File: src/rtl/sfr_pkg.sv
// Shared constants and codes for the stuffed frame receiver.
package sfr_pkg;

  // Field widths
  localparam int BYTE_W    = 8;
  localparam int STATUS_W  = 3;
  localparam int LENGTH_W  = 11;
  localparam int CFG_IDX_W = 2;

  // Largest payload accepted before an overflow status is given.
  localparam logic [LENGTH_W-1:0] MAX_PAYLOAD = 11'd1024;

  // Escape transform and sequence bit position in the control byte.
  localparam logic [BYTE_W-1:0] ESC_XOR = 8'h20;
  localparam int                SEQ_POS = 6;

  // Configuration register indexes
  localparam logic [CFG_IDX_W-1:0] CFG_FLAG       = 2'd0;
  localparam logic [CFG_IDX_W-1:0] CFG_ESCAPE     = 2'd1;
  localparam logic [CFG_IDX_W-1:0] CFG_ADDRESS    = 2'd2;
  localparam logic [CFG_IDX_W-1:0] CFG_DISCONNECT = 2'd3;

  // Configuration reset values
  localparam logic [BYTE_W-1:0] FLAG_RST       = 8'h7E;
  localparam logic [BYTE_W-1:0] ESCAPE_RST     = 8'h7D;
  localparam logic [BYTE_W-1:0] ADDRESS_RST    = 8'h03;
  localparam logic [BYTE_W-1:0] DISCONNECT_RST = 8'h0B;

  // End-of-frame status codes
  localparam logic [STATUS_W-1:0] ST_OK         = 3'd0;
  localparam logic [STATUS_W-1:0] ST_DUPLICATE  = 3'd1;
  localparam logic [STATUS_W-1:0] ST_HEADER_ERR = 3'd2;
  localparam logic [STATUS_W-1:0] ST_BCC2_ERR   = 3'd3;
  localparam logic [STATUS_W-1:0] ST_DISCONNECT = 3'd4;
  localparam logic [STATUS_W-1:0] ST_OVERFLOW   = 3'd5;

  // Header verdicts kept while a frame is received
  localparam logic [1:0] VERDICT_OK  = 2'd0;
  localparam logic [1:0] VERDICT_DUP = 2'd1;
  localparam logic [1:0] VERDICT_HDR = 2'd2;

endpackage

File: src/rtl/stuffed_frame_receiver.sv
// Byte-stuffed frame receiver with XOR block check characters.
// Path: an accepted byte is held in the input register and decoded combinationally; its result
// (if any) is registered in the result register, which drives the out_ channel.
// Throughput: one byte per cycle, limited only by out_ready backpressure.
// Reset: rst_n is synchronous and active low; it restores the default
// configuration, hunts for an opening flag and sets the last sequence bit.
module stuffed_frame_receiver (
  input  logic                           clk,
  input  logic                           rst_n,
  // Configuration write port
  input  logic                           cfg_we,
  input  logic [sfr_pkg::CFG_IDX_W-1:0]  cfg_index,
  input  logic [sfr_pkg::BYTE_W-1:0]     cfg_data,
  // Raw line bytes
  input  logic                           in_valid,
  output logic                           in_ready,
  input  logic [sfr_pkg::BYTE_W-1:0]     in_rx_byte,
  // Payload bytes and frame status
  output logic                           out_valid,
  input  logic                           out_ready,
  output logic                           out_is_status,
  output logic [sfr_pkg::BYTE_W-1:0]     out_payload_byte,
  output logic [sfr_pkg::STATUS_W-1:0]   out_frame_status,
  output logic [sfr_pkg::LENGTH_W-1:0]   out_payload_length,
  output logic                           out_last
);
  import sfr_pkg::*;

  typedef enum logic [2:0] {
    PH_HUNT,
    PH_FLAG,
    PH_ADDR,
    PH_ONE,
    PH_HDR,
    PH_DATA
  } phase_t;

  // Configuration registers
  logic [BYTE_W-1:0] flag_r, escape_r, address_r, disconnect_r;

  // Input register
  logic              a_valid_r;
  logic [BYTE_W-1:0] a_byte_r;

  // Frame state
  phase_t              phase_r, phase_nxt;
  logic                esc_r, esc_nxt;
  logic [BYTE_W-1:0]   ctrl_r, ctrl_nxt;
  logic                hdr_seen_r, hdr_seen_nxt;
  logic [1:0]          verdict_r, verdict_nxt;
  logic [BYTE_W-1:0]   held_r, held_nxt;
  logic                held_valid_r, held_valid_nxt;
  logic [BYTE_W-1:0]   xor_r, xor_nxt;
  logic [LENGTH_W-1:0] count_r, count_nxt;
  logic                seq_r, seq_nxt;

  // Result register
  logic                out_valid_r;
  logic                is_status_r;
  logic [BYTE_W-1:0]   pbyte_r;
  logic [STATUS_W-1:0] status_r;
  logic [LENGTH_W-1:0] length_r;

  // Decoded result of the byte in the input register
  logic                res_v, res_is_status;
  logic [BYTE_W-1:0]   res_byte;
  logic [STATUS_W-1:0] res_status;
  logic [LENGTH_W-1:0] res_length;

  logic              advance;
  logic              route;
  logic              take;
  logic [BYTE_W-1:0] b;
  logic [BYTE_W-1:0] d;
  logic [BYTE_W-1:0] expect_ctrl;

  // The input register moves on whenever the result register can take a result.
  assign advance  = a_valid_r && (!out_valid_r || out_ready);
  assign in_ready = !a_valid_r || advance;
  assign b        = a_byte_r;
  assign expect_ctrl = {1'b0, ~seq_r, 6'b0};

  // Configuration writes
  always_ff @(posedge clk) begin
    if (!rst_n) begin
      flag_r       <= FLAG_RST;
      escape_r     <= ESCAPE_RST;
      address_r    <= ADDRESS_RST;
      disconnect_r <= DISCONNECT_RST;
    end else if (cfg_we) begin
      case (cfg_index)
        CFG_FLAG:       flag_r       <= cfg_data;
        CFG_ESCAPE:     escape_r     <= cfg_data;
        CFG_ADDRESS:    address_r    <= cfg_data;
        CFG_DISCONNECT: disconnect_r <= cfg_data;
        default: ;
      endcase
    end
  end

  // Input register
  always_ff @(posedge clk) begin
    if (!rst_n) begin
      a_valid_r <= 1'b0;
    end else if (in_ready) begin
      a_valid_r <= in_valid;
    end
  end

  always_ff @(posedge clk) begin
    if (in_valid && in_ready) begin
      a_byte_r <= in_rx_byte;
    end
  end

  // Frame decoder: one raw byte per pass
  always_comb begin
    phase_nxt      = phase_r;
    esc_nxt        = esc_r;
    ctrl_nxt       = ctrl_r;
    hdr_seen_nxt   = hdr_seen_r;
    verdict_nxt    = verdict_r;
    held_nxt       = held_r;
    held_valid_nxt = held_valid_r;
    xor_nxt        = xor_r;
    count_nxt      = count_r;
    seq_nxt        = seq_r;
    res_v          = 1'b0;
    res_is_status  = 1'b0;
    res_byte       = '0;
    res_status     = ST_OK;
    res_length     = '0;
    route          = 1'b0;
    take           = 1'b0;
    d              = b;

    // Phase handling ahead of destuffing
    case (phase_r)
      PH_HUNT: begin
        if (b == flag_r) begin
          phase_nxt = PH_FLAG;
        end
      end
      PH_FLAG: begin
        if (b == address_r) begin
          phase_nxt = PH_ADDR;
        end else if (b != flag_r) begin
          phase_nxt = PH_HUNT;
        end
      end
      PH_ADDR: begin
        if (b == disconnect_r) begin
          res_v         = 1'b1;
          res_is_status = 1'b1;
          res_status    = ST_DISCONNECT;
          phase_nxt     = PH_HUNT;
        end else if (b == flag_r) begin
          phase_nxt = PH_FLAG;
        end else begin
          phase_nxt = PH_ONE;
          route     = 1'b1;
        end
      end
      PH_ONE: begin
        if (b == flag_r) begin
          phase_nxt = PH_FLAG;
        end else begin
          phase_nxt = PH_HDR;
          route     = 1'b1;
        end
      end
      PH_HDR, PH_DATA: begin
        if (b == flag_r) begin
          // Closing flag: settle the frame verdict
          res_v         = 1'b1;
          res_is_status = 1'b1;
          res_length    = count_r;
          phase_nxt     = PH_HUNT;
          if (esc_r || phase_r != PH_DATA) begin
            res_status = ST_HEADER_ERR;
          end else if (verdict_r != VERDICT_OK) begin
            res_status = {1'b0, verdict_r};
          end else if (!held_valid_r) begin
            res_status = ST_HEADER_ERR;
          end else if (held_r == xor_r) begin
            res_status = ST_OK;
            seq_nxt    = ~seq_r;
          end else begin
            res_status = ST_BCC2_ERR;
          end
        end else begin
          route = 1'b1;
        end
      end
      default: phase_nxt = PH_HUNT;
    endcase

    // A flag that opens a frame starts it with clean state.
    if (b == flag_r && !res_v &&
        (phase_r == PH_HUNT || phase_r == PH_ADDR || phase_r == PH_ONE)) begin
      esc_nxt        = 1'b0;
      ctrl_nxt       = '0;
      hdr_seen_nxt   = 1'b0;
      verdict_nxt    = VERDICT_OK;
      held_nxt       = '0;
      held_valid_nxt = 1'b0;
      xor_nxt        = '0;
      count_nxt      = '0;
    end

    // Destuffing
    if (route) begin
      if (esc_r) begin
        esc_nxt = 1'b0;
        d       = b ^ ESC_XOR;
        take    = 1'b1;
      end else if (b == escape_r) begin
        esc_nxt = 1'b1;
      end else begin
        take = 1'b1;
      end
    end

    // Route a destuffed byte: control, BCC1, then delayed payload
    if (take) begin
      if (!hdr_seen_r) begin
        ctrl_nxt     = d;
        hdr_seen_nxt = 1'b1;
      end else if (phase_nxt != PH_DATA) begin
        if (ctrl_r[BYTE_W-1:SEQ_POS] == {1'b0, seq_r}) begin
          verdict_nxt = VERDICT_DUP;
        end else if (ctrl_r != expect_ctrl || d != (address_r ^ ctrl_r)) begin
          verdict_nxt = VERDICT_HDR;
        end else begin
          verdict_nxt = VERDICT_OK;
        end
        phase_nxt = PH_DATA;
      end else if (held_valid_r) begin
        if (count_r >= MAX_PAYLOAD) begin
          res_v         = 1'b1;
          res_is_status = 1'b1;
          res_status    = ST_OVERFLOW;
          res_length    = MAX_PAYLOAD;
          phase_nxt     = PH_HUNT;
        end else begin
          count_nxt = count_r + 1'b1;
          xor_nxt   = xor_r ^ held_r;
          held_nxt  = d;
          if (verdict_r == VERDICT_OK) begin
            res_v    = 1'b1;
            res_byte = held_r;
          end
        end
      end else begin
        held_nxt       = d;
        held_valid_nxt = 1'b1;
      end
    end
  end

  // Frame state update
  always_ff @(posedge clk) begin
    if (!rst_n) begin
      phase_r      <= PH_HUNT;
      esc_r        <= 1'b0;
      ctrl_r       <= '0;
      hdr_seen_r   <= 1'b0;
      verdict_r    <= VERDICT_OK;
      held_r       <= '0;
      held_valid_r <= 1'b0;
      xor_r        <= '0;
      count_r      <= '0;
      seq_r        <= 1'b1;
    end else if (advance) begin
      phase_r      <= phase_nxt;
      esc_r        <= esc_nxt;
      ctrl_r       <= ctrl_nxt;
      hdr_seen_r   <= hdr_seen_nxt;
      verdict_r    <= verdict_nxt;
      held_r       <= held_nxt;
      held_valid_r <= held_valid_nxt;
      xor_r        <= xor_nxt;
      count_r      <= count_nxt;
      seq_r        <= seq_nxt;
    end
  end

  // Result register
  always_ff @(posedge clk) begin
    if (!rst_n) begin
      out_valid_r <= 1'b0;
    end else if (advance) begin
      out_valid_r <= res_v;
    end else if (out_ready) begin
      out_valid_r <= 1'b0;
    end
  end

  always_ff @(posedge clk) begin
    if (advance && res_v) begin
      is_status_r <= res_is_status;
      pbyte_r     <= res_byte;
      status_r    <= res_status;
      length_r    <= res_length;
    end
  end

  assign out_valid          = out_valid_r;
  assign out_is_status      = is_status_r;
  assign out_payload_byte   = pbyte_r;
  assign out_frame_status   = status_r;
  assign out_payload_length = length_r;
  assign out_last           = is_status_r;

endmodule

File: config.mk
export PLATFORM = sky130hd
export DESIGN_NAME = stuffed_frame_receiver
export DESIGN_NICKNAME = d
export VERILOG_FILES = /design/src/rtl/sfr_pkg.sv /design/src/rtl/stuffed_frame_receiver.sv
export SDC_FILE = /design/constraint.sdc
export NUM_CORES = 1
export LEC_CHECK = 0
export ABC_CLOCK_PERIOD_IN_PS = 2600
export BUFFER_PORTS_ARGS = -buffer_cell sky130_fd_sc_hd__buf_2
export CORE_UTILIZATION = 54
export DETAILED_ROUTE_END_ITERATION = 12
export GPL_TIMING_DRIVEN = 1
export PLACE_DENSITY = 0.76
export SLEW_MARGIN = 25
export SYNTH_ARGS = -nofsm -noshare
export SYNTH_HDL_FRONTEND = slang
export SYNTH_SLANG_ARGS = --single-unit
File: constraint.sdc
create_clock -name clk -period 2.6 [get_ports clk]
set_input_delay 0.52 -clock clk [delete_from_list [all_inputs] [get_ports clk]]
set_output_delay 0.52 -clock clk [all_outputs]
set_load 0.01 [all_outputs]
==> flow_summary.yaml <==
run_status:
  status: "finished clean"
drt:
  dr.pass1.iters: 5
  route.detailed.drc: 0
  vias: 4418
  routed_wl_um: 12400
  wl_per_cell_um: 16.4
  postRouteAntennaNets: 0
  drt_iter0_markers: 253
  detail_route.vias_per_cell: 5.85
logic_synthesis:
  async_reset_ff_frac: 0
  synth_top_area_share: 0.296
  synth-xor-area-share: 0.0731
  synth-warning-count: 0
  syn_inst: 575
  syn_area_um2: 5270
  avgSynthCellArea_um2: 9.17
  synth_top_family_by_area: "simple AND/OR/NAND/NOR gates"
  synthTopCellsByArea: "dfxtp_1 30%, edfxtp_1 18%, nand2_1 6.1%, xnor2_1 5.8%, nand3_1 4.6%"
  synth_nets: 600
  synth_adder_area_share: 0.00475
  synth_compound_area_frac: 0.107
  synthFlopType: "dfxtp_1"
  ys_top_cells_by_count: "86 x nand2_1, 78 x dfxtp_1, 48 x nand3_1"
  synth_most_common_cell: "nand2_1"
  yosysSeqAreaShare: 0.473
  yosys.area.top_type: "dfxtp_1"
  synth-edff-count: 31
  synth-simple-area-share: 0.267
  synth.distinct_cells: 56
  synth_seq_cells: 109
  synth_mux_area_frac: 0.0190
pwr:
  internal_power_mw: 2.33
  clkPwrFrac: 0.342
  total_leakage_power_nw: 2.16
  peakVddDrop_uv: 378
  power_frac_seq: 0.582
  combPwrFrac: 0.077
  swShare: 0.249
  p_switching_mw: 0.773
  p_per_area_nw_per_um2: 528
cells_and_area:
  utilization: 0.630
  n_antenna_cell: 0
  drive_gt1_frac: 0.168
  syn_to_final_growth_pct: 11.4
  finalNetCount: 646
  fin_cells: 755
sta:
  finalHoldViolCount: 0
  worst_slew_pin_slew_ps: 695
  rsz0062_at_grt: "false"
  timing.fmax_mhz: 410
  slew_headroom: 0.532
  layout_min_cycle_time_ps: 2440
  timing.hold.ws_ps: 314
  slew_viol_final: 0
  setup_viol: 0
  tns_ps: 0
  min_period_over_period: 0.938
  fin_skew_ps: 15.9
floorplan:
  ios: 49
  num_rows: 35
  design.die.area_um2: 10200
  core_area_um2: 9330
  die_y_um: 101
  die_x_um: 101
  start_util: 0.565
worst_hold_path:
  hp-class: "input port to flop"
setup_path:
  cp-start-kind: "flop"
  cp_common_cell: "and3_1"
  cpPeakStageDelay_ps: 570
  crit_type: "flop to flop"
  reg2reg_slack_ps: 160
  worst_path_max_delay_cell: "or4_1"
  crit_chain: "xnor2_1 > nand4_1 > or4_1 > and3_1 > buf_12 > and3_1 > a211o_1"
  crit_fanout: 18
  worstPathArrival_ps: 2710
  worstPathRequired_ps: 2870
  cp-end-kind: "flop"
global_routing:
  grtUsageTotal: 0.260
  antenna_found_initial: 0
  grt_pass1_wl_um: 20500
  grt_max_degree: 41
  overflow: 0
  grt_pass1_vias: 4192
job:
  cap_violations: 0
place:
  dp_hpwl_um: 9000
  io_buffers: 48
  dp.cells: 735
  gp_congestion: 0.984
clock_network:
  cts_buffers: 9
  htreeDepth: 3
  clk_pin_slew_worst_paths_ps: 110
  cts_tree: "built"
  cts_root_buf: "clkbuf_8"
  clockBufferDepth: 2
  cts_sinks: 109
  cts_resized: 0
  clock_latency_ps: 380
power by group through the flow:
stage               clock [mW]  sequential, mW  combinational, mW
global route              1.15            1.81              0.261
finish                    1.06            1.80              0.238
global placement             0            1.84              0.223
floorplan                    0            1.82              0.178
detailed placement           0            1.84              0.226
CTS                       1.08            1.80              0.228
timing repair:
action	CTS	global route
buffers inserted	0	4
setup endpoints to repair	0	1
hold buffers	0	0
hold endpoints to repair	0	0
worst max-delay path: cells and delay by family (launching register included):
family | cells | cell delay, ps
AND/OR/NAND/NOR | 4 | 1170
AO/OA/AOI/OAI | 1 | 240
buffers and inverters | 1 | 160
XOR/XNOR | 1 | 240
flip-flops | 1 | 530
final timing paths:
check | start | end | depth (start not counted)
max | a_byte_r[0]$_DFFE_PP_ | count_r[8]$_SDFFE_PN0P_ | 7
min | in_rx_byte[1] | a_byte_r[1]$_DFFE_PP_ | 1
max reg2reg | a_byte_r[0]$_DFFE_PP_ | count_r[8]$_SDFFE_PN0P_ | 7
min reg2reg | ctrl_r[0]$_SDFFE_PN0P_ | ctrl_r[0]$_SDFFE_PN0P_ | 2
metrics by stage:
stage / setup slack, ps / cell area [um^2] / power, mW
CTS: 196 / 5840 / 3.12
global placement: 308 / 5640 / 2.06
finish: 160 / 5870 / 3.10
detailed placement: 192 / 5640 / 2.07
floorplan: 105 / 5270 / 2.00
global route: 0.0389 / 5870 / 3.22
kinds of logic (layout without fill, tap and decap cells):
kind of cell             count (synthesis)  in the layout
AO/OA/AOI/OAI                           79             79
flip-flops                             109            109
XOR/XNOR                                44             44
AND/OR/NAND/NOR                        270            270
buffers and inverters                   61            112
adder cells (fa/ha/maj)                  2              2
multiplexers                            10             10
routing by layer:
metal / track usage / wire length, um
met3: 0.0479 / 636
met5: 0 / 0
met2: 0.455 / 6180
met1: 0.307 / 5150
met4: 0.129 / 429
cell usage in the layout (no fill, tap or decap), types with 21 or more instances in the layout:
master and n:
nand2_1 86, dfxtp_1 78, nand3_1 48, buf_2 48
xnor2_1 35, a21oi_1 31, edfxtp_1 31, inv_1 25
nor4_1 23, buf_4 21
final cells by class:
| type | instances | area (um^2) |
|---|---|---|
| fillers | 795 | 3460 |
| well taps | 129 | 161 |
| multi-input cells | 405 | 2480 |
| clock buffers | 9 | 124 |
| inverters | 25 | 93.8 |
| clock inverters | 7 | 80.1 |
| flip-flops and latches | 109 | 2490 |
| repair buffers | 71 | 438 |
Note: power is estimated with default switching activity, not from simulation.
